### config.mk
export PLATFORM = sky130hd
export DESIGN_NAME = sorted_max_priority_queue_unit_flat
export DESIGN_NICKNAME = d
export VERILOG_FILES = /design/src/hw/rtl/smpq_pkg.sv /design/src/hw/rtl/smpq_req_if.sv /design/src/hw/rtl/smpq_rsp_if.sv /design/src/hw/rtl/sorted_max_priority_queue_unit.sv /design/src/hw/rtl/smpq_cell.sv /design/src/flat_wrapper.sv
export SDC_FILE = /design/constraint.sdc
export NUM_CORES = 2
export LEC_CHECK = 0
export BUFFER_PORTS_ARGS = -buffer_cell sky130_fd_sc_hd__buf_2
export CAP_MARGIN = 40
export CORE_ASPECT_RATIO = 0.8
export CORE_UTILIZATION = 50
export CTS_BUF_LIST = sky130_fd_sc_hd__clkbuf_8 sky130_fd_sc_hd__clkbuf_16
export DETAILED_ROUTE_END_ITERATION = 16
export PLACE_DENSITY = 0.7
export SYNTH_ARGS = -nofsm -noshare
export SYNTH_HDL_FRONTEND = slang
export SYNTH_SLANG_ARGS = --single-unit
### constraint.sdc
create_clock -name clk -period 6.7 [get_ports clk]
set_input_delay 0.335 -clock clk [delete_from_list [all_inputs] [get_ports clk]]
set_output_delay 0.335 -clock clk [all_outputs]
set_load 0.05 [all_outputs]
### src/hw/rtl/smpq_pkg.sv
// Shared types and constants for the sorted max priority queue.
package smpq_pkg;

  localparam int QUEUE_DEPTH_DEFAULT = 16;
  localparam int VALUE_W             = 32;
  localparam int COUNT_W             = 5;
  localparam int STATUS_W            = 2;

  typedef enum logic [STATUS_W-1:0] {
    STATUS_INSERTED = 2'd0,
    STATUS_DEQUEUED = 2'd1,
    STATUS_EMPTY    = 2'd2,
    STATUS_FULL     = 2'd3
  } status_t;

  typedef enum logic {
    MODE_INSERT  = 1'b0,
    MODE_DEQUEUE = 1'b1
  } mode_t;

  // Broadcast from the control logic to every cell.
  typedef struct packed {
    logic                      ins;
    logic                      deq;
    logic signed [VALUE_W-1:0] value;
  } cell_ctrl_t;

  // Handed from one cell to the next one down the row.
  typedef struct packed {
    logic                      gt;
    logic signed [VALUE_W-1:0] value;
  } cell_link_t;

endpackage

### src/hw/rtl/smpq_req_if.sv
// Request channel: insert or dequeue operations.
interface smpq_req_if;
  logic               valid;
  logic               ready;
  logic               mode;
  logic signed [31:0] value;

  modport source (output valid, output mode, output value, input ready);
  modport sink   (input valid, input mode, input value, output ready);
endinterface

### src/hw/rtl/smpq_rsp_if.sv
// Response channel: outcome of each operation.
interface smpq_rsp_if;
  logic               valid;
  logic               ready;
  logic signed [31:0] max_value;
  logic        [1:0]  status;
  logic        [4:0]  entry_count;

  modport source (output valid, output max_value, output status, output entry_count,
                  input ready);
  modport sink   (input valid, input max_value, input status, input entry_count,
                  output ready);
endinterface

### src/hw/rtl/sorted_max_priority_queue_unit.sv
// Top level of the sorted max priority queue: cell row, fill count, response register.
//
//  channel | dir | fields                            | transfer when
//  --------+-----+-----------------------------------+----------------------
//  req     | in  | mode, value                       | req.valid & req.ready
//  rsp     | out | max_value, status, entry_count    | rsp.valid & rsp.ready
//
// Every cell compares and shifts at once and the response is registered, so
// one transfer per cycle is sustained while rsp.ready stays high; the response
// is valid in the cycle after the request transfer.
// Reset (synchronous, active high) clears the fill count and the response
// valid flag; cell contents are left as they are.
// A stalled response holds; req.ready stays high while the response register
// is empty or being taken in the same cycle.
module sorted_max_priority_queue_unit #(
  parameter int QUEUE_DEPTH = smpq_pkg::QUEUE_DEPTH_DEFAULT
) (
  input  logic       clk,
  input  logic       rst,
  smpq_req_if.sink   req,
  smpq_rsp_if.source rsp
);
  import smpq_pkg::*;

  localparam int CNT_W = $clog2(QUEUE_DEPTH + 1);

  logic [CNT_W-1:0] count;
  logic [CNT_W-1:0] count_next;
  logic             take;
  logic             is_full;
  logic             is_empty;
  status_t          status_next;
  cell_ctrl_t       ctrl;
  cell_link_t       links [QUEUE_DEPTH];

  // Accept whenever the response slot frees up this cycle.
  assign req.ready = !rsp.valid || rsp.ready;
  assign take      = req.valid && req.ready;
  assign is_full   = (count == CNT_W'(QUEUE_DEPTH));
  assign is_empty  = (count == '0);

  always_comb begin
    ctrl.value  = req.value;
    ctrl.ins    = 1'b0;
    ctrl.deq    = 1'b0;
    count_next  = count;
    status_next = STATUS_INSERTED;
    if (req.mode == MODE_INSERT) begin
      if (is_full) begin
        status_next = STATUS_FULL;
      end else begin
        ctrl.ins    = take;
        count_next  = count + CNT_W'(1);
      end
    end else begin
      if (is_empty) begin
        status_next = STATUS_EMPTY;
      end else begin
        ctrl.deq    = take;
        count_next  = count - CNT_W'(1);
        status_next = STATUS_DEQUEUED;
      end
    end
  end

  // Row of cells, largest value at cell 0.
  for (genvar i = 0; i < QUEUE_DEPTH; i++) begin : g_cell
    cell_link_t                prev_link;
    logic signed [VALUE_W-1:0] next_value;

    if (i == 0) begin : g_head
      assign prev_link = '{gt: 1'b0, value: '0};
    end else begin : g_body
      assign prev_link = links[i-1];
    end

    if (i == QUEUE_DEPTH - 1) begin : g_tail
      assign next_value = '0;
    end else begin : g_inner
      assign next_value = links[i+1].value;
    end

    smpq_cell u_cell (
      .clk        (clk),
      .ctrl       (ctrl),
      .occupied   (CNT_W'(i) < count),
      .prev_link  (prev_link),
      .next_value (next_value),
      .link       (links[i])
    );
  end

  // Fill count and response register.
  always_ff @(posedge clk) begin
    if (rst) begin
      count     <= '0;
      rsp.valid <= 1'b0;
    end else begin
      if (take) begin
        count     <= count_next;
        rsp.valid <= 1'b1;
      end else if (rsp.ready) begin
        rsp.valid <= 1'b0;
      end
    end
  end

  always_ff @(posedge clk) begin
    if (take) begin
      rsp.max_value   <= (status_next == STATUS_DEQUEUED) ? links[0].value : '0;
      rsp.status      <= status_next;
      rsp.entry_count <= COUNT_W'(count_next);
    end
  end

  // Fill count never runs past the depth.
  a_count_bound: assert property (@(posedge clk) disable iff (rst)
    count <= CNT_W'(QUEUE_DEPTH))
    else $error("fill count beyond queue depth");

  // Head pair stays in descending order.
  a_head_order: assert property (@(posedge clk) disable iff (rst)
    (count >= CNT_W'(2)) |-> (links[0].value >= links[1].value))
    else $error("cells 0 and 1 out of order");

  // A dequeue returns what sat in cell 0.
  a_deq_head: assert property (@(posedge clk) disable iff (rst)
    (take && req.mode == MODE_DEQUEUE && !is_empty)
      |=> (rsp.max_value == $past(links[0].value)))
    else $error("dequeued value differs from head cell");

  // An empty report always comes with a zero count.
  a_empty_count: assert property (@(posedge clk) disable iff (rst)
    (rsp.valid && rsp.status == STATUS_EMPTY) |-> (rsp.entry_count == '0))
    else $error("empty status with non-zero count");

  // An accepted insert into a non-full row grows the count by one.
  a_insert_grow: assert property (@(posedge clk) disable iff (rst)
    (take && req.mode == MODE_INSERT && !is_full)
      |=> (count == $past(count) + CNT_W'(1)))
    else $error("insert did not grow fill count");

endmodule

### src/hw/rtl/smpq_cell.sv
// One storage cell of the sorted row.
module smpq_cell (
  input  logic                           clk,
  input  smpq_pkg::cell_ctrl_t           ctrl,
  input  logic                           occupied,
  input  smpq_pkg::cell_link_t           prev_link,
  input  logic signed [smpq_pkg::VALUE_W-1:0] next_value,
  output smpq_pkg::cell_link_t           link
);
  import smpq_pkg::*;

  logic signed [VALUE_W-1:0] entry;
  logic                      gt;

  // New value goes behind all stored values that are greater or equal.
  assign gt         = !occupied || (ctrl.value > entry);
  assign link.gt    = gt;
  assign link.value = entry;

  always_ff @(posedge clk) begin
    if (ctrl.ins) begin
      if (prev_link.gt) begin
        entry <= prev_link.value;
      end else if (gt) begin
        entry <= ctrl.value;
      end
    end else if (ctrl.deq) begin
      entry <= next_value;
    end
  end

endmodule
### src/flat_wrapper.sv
// flat-port wrapper written by rule: the top's interface ports become plain ports
module sorted_max_priority_queue_unit_flat import smpq_pkg::*;
#(
  parameter int QUEUE_DEPTH = smpq_pkg::QUEUE_DEPTH_DEFAULT
)
  (clk, rst, req_valid, req_mode, req_value, req_ready, rsp_valid, rsp_max_value, rsp_status, rsp_entry_count, rsp_ready);
  smpq_req_if req_i ();
  smpq_rsp_if rsp_i ();
  input  logic clk;
  input  logic rst;
  input wire logic [$bits(req_i.valid)-1:0] req_valid;
  input wire logic [$bits(req_i.mode)-1:0] req_mode;
  input wire logic [$bits(req_i.value)-1:0] req_value;
  output wire logic [$bits(req_i.ready)-1:0] req_ready;
  output wire logic [$bits(rsp_i.valid)-1:0] rsp_valid;
  output wire logic [$bits(rsp_i.max_value)-1:0] rsp_max_value;
  output wire logic [$bits(rsp_i.status)-1:0] rsp_status;
  output wire logic [$bits(rsp_i.entry_count)-1:0] rsp_entry_count;
  input wire logic [$bits(rsp_i.ready)-1:0] rsp_ready;
  assign req_i.valid = req_valid;
  assign req_i.mode = req_mode;
  assign req_i.value = req_value;
  assign req_ready = req_i.ready;
  assign rsp_valid = rsp_i.valid;
  assign rsp_max_value = rsp_i.max_value;
  assign rsp_status = rsp_i.status;
  assign rsp_entry_count = rsp_i.entry_count;
  assign rsp_i.ready = rsp_ready;
  sorted_max_priority_queue_unit #(.QUEUE_DEPTH(QUEUE_DEPTH)) u_core (.clk(clk), .rst(rst), .req(req_i), .rsp(rsp_i));
endmodule
; ---- Yosys cells after proc, flatten, opt, wreduce, memory -nomap -nowiden
; Index checks and enable logic that the tools add are counted.
[word_totals]
regBits = 557
inputBits = 37
out_inout_bits = 41
elab_cells = 202
[classes]
addsub = 2
n_lt_le_gt_ge = 32
n_eq_ne = 18
mux = 75
n_reduce_logical = 54
[op_table]
columns = cell, n
row1 = 32-bit 2-to-1 mux, 63
row2 = 32-bit greater-than comparator, 16
row3 = 3-bit != test (second input constant), 15
row4 = 4-bit by 5-bit < comparator with 1-bit output (first input constant), 8
row5 = 2-bit AND reduction, 16
row6 = 3-bit by 5-bit < comparator with 1-bit output (first input constant), 4
row7 = 1-bit logical NOT, 17
row8 = 1-bit logical OR, 17
row9 = 5-bit 2-to-1 mux, 3
row10 = 1-bit by 5-bit < comparator with 1-bit output (first input constant), 2
row11 = 2-bit by 5-bit < comparator with 1-bit output (first input constant), 2
row12 = 1-bit 2-to-1 mux, 6
row13 = 2-bit 2-to-1 mux, 3
row14 = 5-bit by 1-bit adder with 5-bit output (second input constant), 1
row15 = 5-bit == test (second input constant), 1
row16 = 5-bit logical NOT, 1
row17 = 5-bit by 1-bit subtractor with 5-bit output (second input constant), 1
row18 = 2-bit nonzero test, 2
row19 = 2-bit by 1-bit == test with 1-bit output (second input constant), 1
row20 = 2-bit != test (second input constant), 1
row21 = 1-bit logical AND, 1

; ---- Depth between registers and ports, before layout
[logic_depth]
word_depth = 7
ltp_mapped = 12
depth_no_buf = 10

; ---- Hierarchy
; From an unflattened synthesis, not the netlist that was laid out.
[hier_totals]
hier_cells = 4502
area_unflattened_um2 = 42515.8
[by_module_without_submodules]
columns = mod, instances, cells_each, area_per_inst_um2, seq_area_each_um2
row1 = smpq_cell, 16, 270, 2522.4, 960.9
row2 = sorted_max_priority_queue_unit, 1, 182, 2157.1, 1291.2

; ---- Least setup slack after synthesis
; Ideal clock, no wire load.
[synth_timing]
path_type = register to register
start = reg u_core.rsp.valid
end = reg u_core.g_cell[0].u_cell.entry[0] (enable)
setup_ps = 466
arrival_ps = 4500
t_required_ps = 6234
setup_slack_ps = 1734
stages_incl_launch_ff = 8
n_path_buf = 3
synth_period_minus_slack_ps = 4966
path_cell_list = dfxtp_1 > nand2b_1 > nand2_1 > or3_1 > clkbuf_1 > clkbuf_1 > clkbuf_1 > o21ai_0
[synth_via]
elab_chain_cells = 7
[synth_lines]
columns = element, line_no
row1 = "start, declared", smpq_rsp_if.sv:9  ; modport source (output valid, output max_value, output status, output entry_count,
row2 = "start signal, assigned", sorted_max_priority_queue_unit.sv:97  ; rsp.valid <= 1'b0;
row3 = "start signal, assigned", sorted_max_priority_queue_unit.sv:101  ; rsp.valid <= 1'b1;
row4 = "start signal, assigned", sorted_max_priority_queue_unit.sv:103  ; rsp.valid <= 1'b0;
row5 = 1-bit logical NOT *, sorted_max_priority_queue_unit.sv:37  ; assign req.ready = !rsp.valid || rsp.ready;
row6 = 1-bit logical OR *, sorted_max_priority_queue_unit.sv:37
row7 = via req_ready, flat_wrapper.sv:14  ; output wire logic [$bits(req_i.ready)-1:0] req_ready;
row8 = 1-bit logical AND *, sorted_max_priority_queue_unit.sv:38  ; assign take = req.valid && req.ready;
row9 = 1-bit 2-to-1 mux (on tied branches), "sorted_max_priority_queue_unit.sv:49, sorted_max_priority_queue_unit.sv:56"
row10 = 1-bit 2-to-1 mux, sorted_max_priority_queue_unit.sv:48  ; if (req.mode == MODE_INSERT) begin
row11 = 2-bit != test (no line) / 2-bit nonzero test (equally long branches), -
row12 = 2-bit AND reduction (no line) *, -
row13 = "end signal, assigned", smpq_cell.sv:23  ; entry <= prev_link.value;
row14 = "end signal, assigned", smpq_cell.sv:25  ; entry <= ctrl.value;
row15 = "end signal, assigned", smpq_cell.sv:28  ; entry <= next_value;
row16 = "end, declared", smpq_cell.sv:12  ; logic signed [VALUE_W-1:0] entry;
; The timed path passes the listed nets; every way through them passes the cells marked *.
; A chain may end at the register's enable or synchronous reset.

; ---- Worst setup path in the final report
[layout_timing]
start = reg u_core.g_cell[0].u_cell.entry[14]
end = reg u_core.g_cell[1].u_cell.entry[22] (enable)
[layout_via]
elab_chain_cells = 4
[layout_lines]
columns = element, line_no
row1 = 32-bit greater-than comparator, smpq_cell.sv:16  ; assign gt = !occupied || (ctrl.value > entry);
row2 = 1-bit logical OR, smpq_cell.sv:16
row3 = 3-bit != test (no line), -
row4 = 2-bit AND reduction (no line), -
row5 = "end signal, assigned", smpq_cell.sv:23
row6 = "end signal, assigned", smpq_cell.sv:25
row7 = "end signal, assigned", smpq_cell.sv:28
row8 = "end, declared", smpq_cell.sv:12
; No other way between the ends.

==> flow_metrics.tcl <==
set metrics [dict create \
    sw_frac_of_total_pct 32.2 \
    antenna_found_initial 10 \
    worstPathMaxFanout 18 \
    finalCritPeriodShare_pct 69.6 \
    ctsRootBufferMaster "clkbuf_16" \
    maxSlewHeadroom_pct 32.5 \
    regArea_sq_mm 0.0167 \
    synth_ff_type "edfxtp_1" \
    wire_per_inst_microns 22.1 \
    ios 78 \
    drt_wl_total_microns 117000 \
    grt_pass1_vias 31161 \
    final_common_cell "a21oi_1" \
    insertion_delay_ps 660 \
    critPathLaunchType "flop" \
    cts_resized 0 \
    post_drt_via_cell_ratio 6.28 \
    dp_hpwl_microns 86400 \
    dr.first_iter.drc_count 4112 \
    cp_common_cell "o21a_1" \
    path_clk_slew_ps 70 \
    htreeDepth 2 \
    cts_sinks 557 \
    finClkSkew_ps 26.1 \
    die-width_microns 319 \
    start_util_pct 50.7 \
    numPortBuffers 77 \
    yosysSeqAreaShare_pct 41.5 \
    gr-total-overflow 0 \
    status "finished, final reports clean" \
    min_path_type "input pin to flop" \
    die_h_microns 256 \
    ys_ff_latch 557 \
    synth.avg_cell_area_sq_um 9.53 \
    grt_pass1_wl_microns 180000 \
    crit_required_ps 7030 \
    vias 33129 \
    first_pass_iters 5 \
    synthDistinctLibCells 64 \
    max_freq_mhz 214 \
    ir_drop_v 0.000177 \
    p_int_mw 7.08 \
    layout-drive-gt1-share_pct 6.07 \
    clock_power_share_pct 32.9 \
    multi_input_area_sq_mm 0.0205 \
    p_seq_share_pct 43.7 \
    rows 92 \
    path_class "flop to flop" \
    areaGrowthSynthToFinish_pct 8.12 \
    grtUsageTotal_pct 28.0 \
    syn_nets 4770 \
    yosysWarnings 0 \
    grt_max_degree 171 \
    postPlaceCellArea_sq_mm 0.0414 \
    cts-buffers-inserted 60 \
    slowest_stage "nor4_1" \
    cp.arrival_ps 4990 \
    final.setup.tns_ps 0 \
    powerDensity_mw_per_mm2 241 \
    setup_viol 0 \
    fillers 7005 \
    cpLargestDelayFamily "compound AO/OA/AOI/OAI gates" \
    place_congestion 0.911 \
    p_leak_nw 20.0 \
    stdcell_area_sq_mm 0.0434 \
    drc_errors 0 \
    slowest_delay_ps 760 \
    dieArea_sq_mm 0.0815 \
    cts_tree "yes" \
    hold_viol 0 \
    power.switching_mw 3.37 \
    rsz0062_at_grt "no" \
    ant_nets 0 \
    syn_inst 4218 \
    layout_common_cells "558 x a21oi_1, 551 x edfxtp_1, 533 x inv_1, 515 x ha_1, 309 x nand2_1" \
    coreArea_sq_mm 0.0792 \
    syn-cell-area_sq_mm 0.0402 \
    combPwrFrac_pct 23.4 \
    drv_slew 0 \
    ys_async_sr_fraction_pct 0 \
    synth_edf_count 551 \
    fin_nets 4740 \
    fin_crit_ps 4660 \
    clockBufferDepth 3 \
    hold_ws_ps 248 \
    tightest_slew_ps 1000 \
    maxCapViolCount 0 \
    critPathCaptureType "flop" \
    path_buf_inv 2 \
    cp_cell_sequence "inv_1 -> ha_1 -> nand4_1 -> nor4_1 -> o21ai_1 -> a311oi_1 -> o21a_1 -> o21a_1 -> nor3_1 -> o21ai_2 -> buf_4" \
]
layout make-up:
class / count / share of cell area, %
well taps: 1034 / 2.98
multi-input cells: 2890 / 47.1
clock inverters: 45 / 0.873
diodes: 6 / 0.0346
flip-flops and latches: 557 / 38.4
clock buffers: 64 / 3.61
repair buffers: 158 / 2.55
inverters: 521 / 4.50
Yosys cell counts (31+ instances only):
master	n	area (sq um)
nand3_1	203	1020
a22oi_1	125	938
ha_1	515	6440
clkbuf_1	157	589
o221ai_1	94	823
nand4_1	121	757
and3_1	38	238
buf_2	51	255
nand2_1	309	1160
o311ai_1	31	272
and2_1	32	200
edfxtp_1	551	16500
nor2_1	283	1060
mux2i_1	218	2180
inv_1	520	1950
o211ai_1	42	315
o21ai_0	80	400
a21oi_1	558	2790
worst register-to-register path, delay by kind of cell, from the launching register on:
kind | cells | cell delay (ps)
adder cells (fa/ha/maj) | 1 | 330
AO/OA/AOI/OAI | 5 | 1950
AND/OR/NAND/NOR | 3 | 1050
flip-flops | 1 | 440
buffers and inverters | 2 | 560
logic make-up (layout without fill, tap and decap cells):
group           count (synthesis)  in the layout  share of synthesized area, %
compound gates               1091           1091                          16.9
simple gates                 1064           1064                          12.3
buf+inv                       771            788                          7.77
flops                         557            557                          41.5
fa+ha+maj                     515            515                          16.0
mux                           219            219                          5.46
xor+xnor                        1              1                        0.0218
other cells                     0              6                             0
metrics by stage:
step           util [%]  total power [mW]  std cells  setup slack, ps
3_5_place_dp       52.3              7.02       5152             1950
2_1_floorplan         -              6.22       4218             1730
6_report           54.9              10.5       5275             2040
4_1_cts            54.8              10.4       5264             2190
5_1_grt            54.8              10.9       5269             1840
3_3_place_gp       52.1              6.92       5144             1830
state kept, by name, indices dropped and copies added (netlist names):
| name | count |
|---|---|
| u_core.rsp.max_value | 32 |
| u_core.rsp.status | 2 |
| u_core.g_cell.u_cell.entry | 512 |
| u_core.rsp.valid | 1 |
| u_core.count | 5 |
| u_core.rsp.entry_count | 5 |
final timing paths:
path                                          startpoint                                              end  slack [ps]  depth (start not counted)
max          u_core.g_cell[0].u_cell.entry[14]$_DFFE_PP_      u_core.g_cell[1].u_cell.entry[22]$_DFFE_PP_        2040                         11
min                                         req_value[0]  u_core.g_cell[15].u_cell.entry[0]$_SDFFCE_PN0P_         250                          3
max reg2reg  u_core.g_cell[0].u_cell.entry[14]$_DFFE_PP_      u_core.g_cell[1].u_cell.entry[22]$_DFFE_PP_        2040                         11
min reg2reg                u_core.rsp.valid$_SDFFE_PP0P_                    u_core.rsp.valid$_SDFFE_PP0P_         540                          2
power groups by stage:
stage / Clock (mW) / Sequential (mW) / Combinational (mW)
after floorplan: 0 / 4.61 / 1.61
after global placement: 0 / 4.63 / 2.29
after detailed placement: 0 / 4.63 / 2.39
after CTS: 3.46 / 4.56 / 2.40
after global routing: 3.58 / 4.60 / 2.72
final: 3.44 / 4.57 / 2.45
timing repair:
action	in CTS	in global routing
buffers inserted	0	0
hold buffers	3	0
setup endpoints to repair	0	0
hold endpoints to repair	6	0
per-layer routing:
metal	GRT usage [%]	share of wire (%)	wire length, microns
met1	43.6	47	54400
met5	0	0.032	37
met2	40.1	42	48700
met4	6.37	1.9	2250
met3	4.75	9.8	11400
No activity file was read; power rests on OpenSTA's default activity.
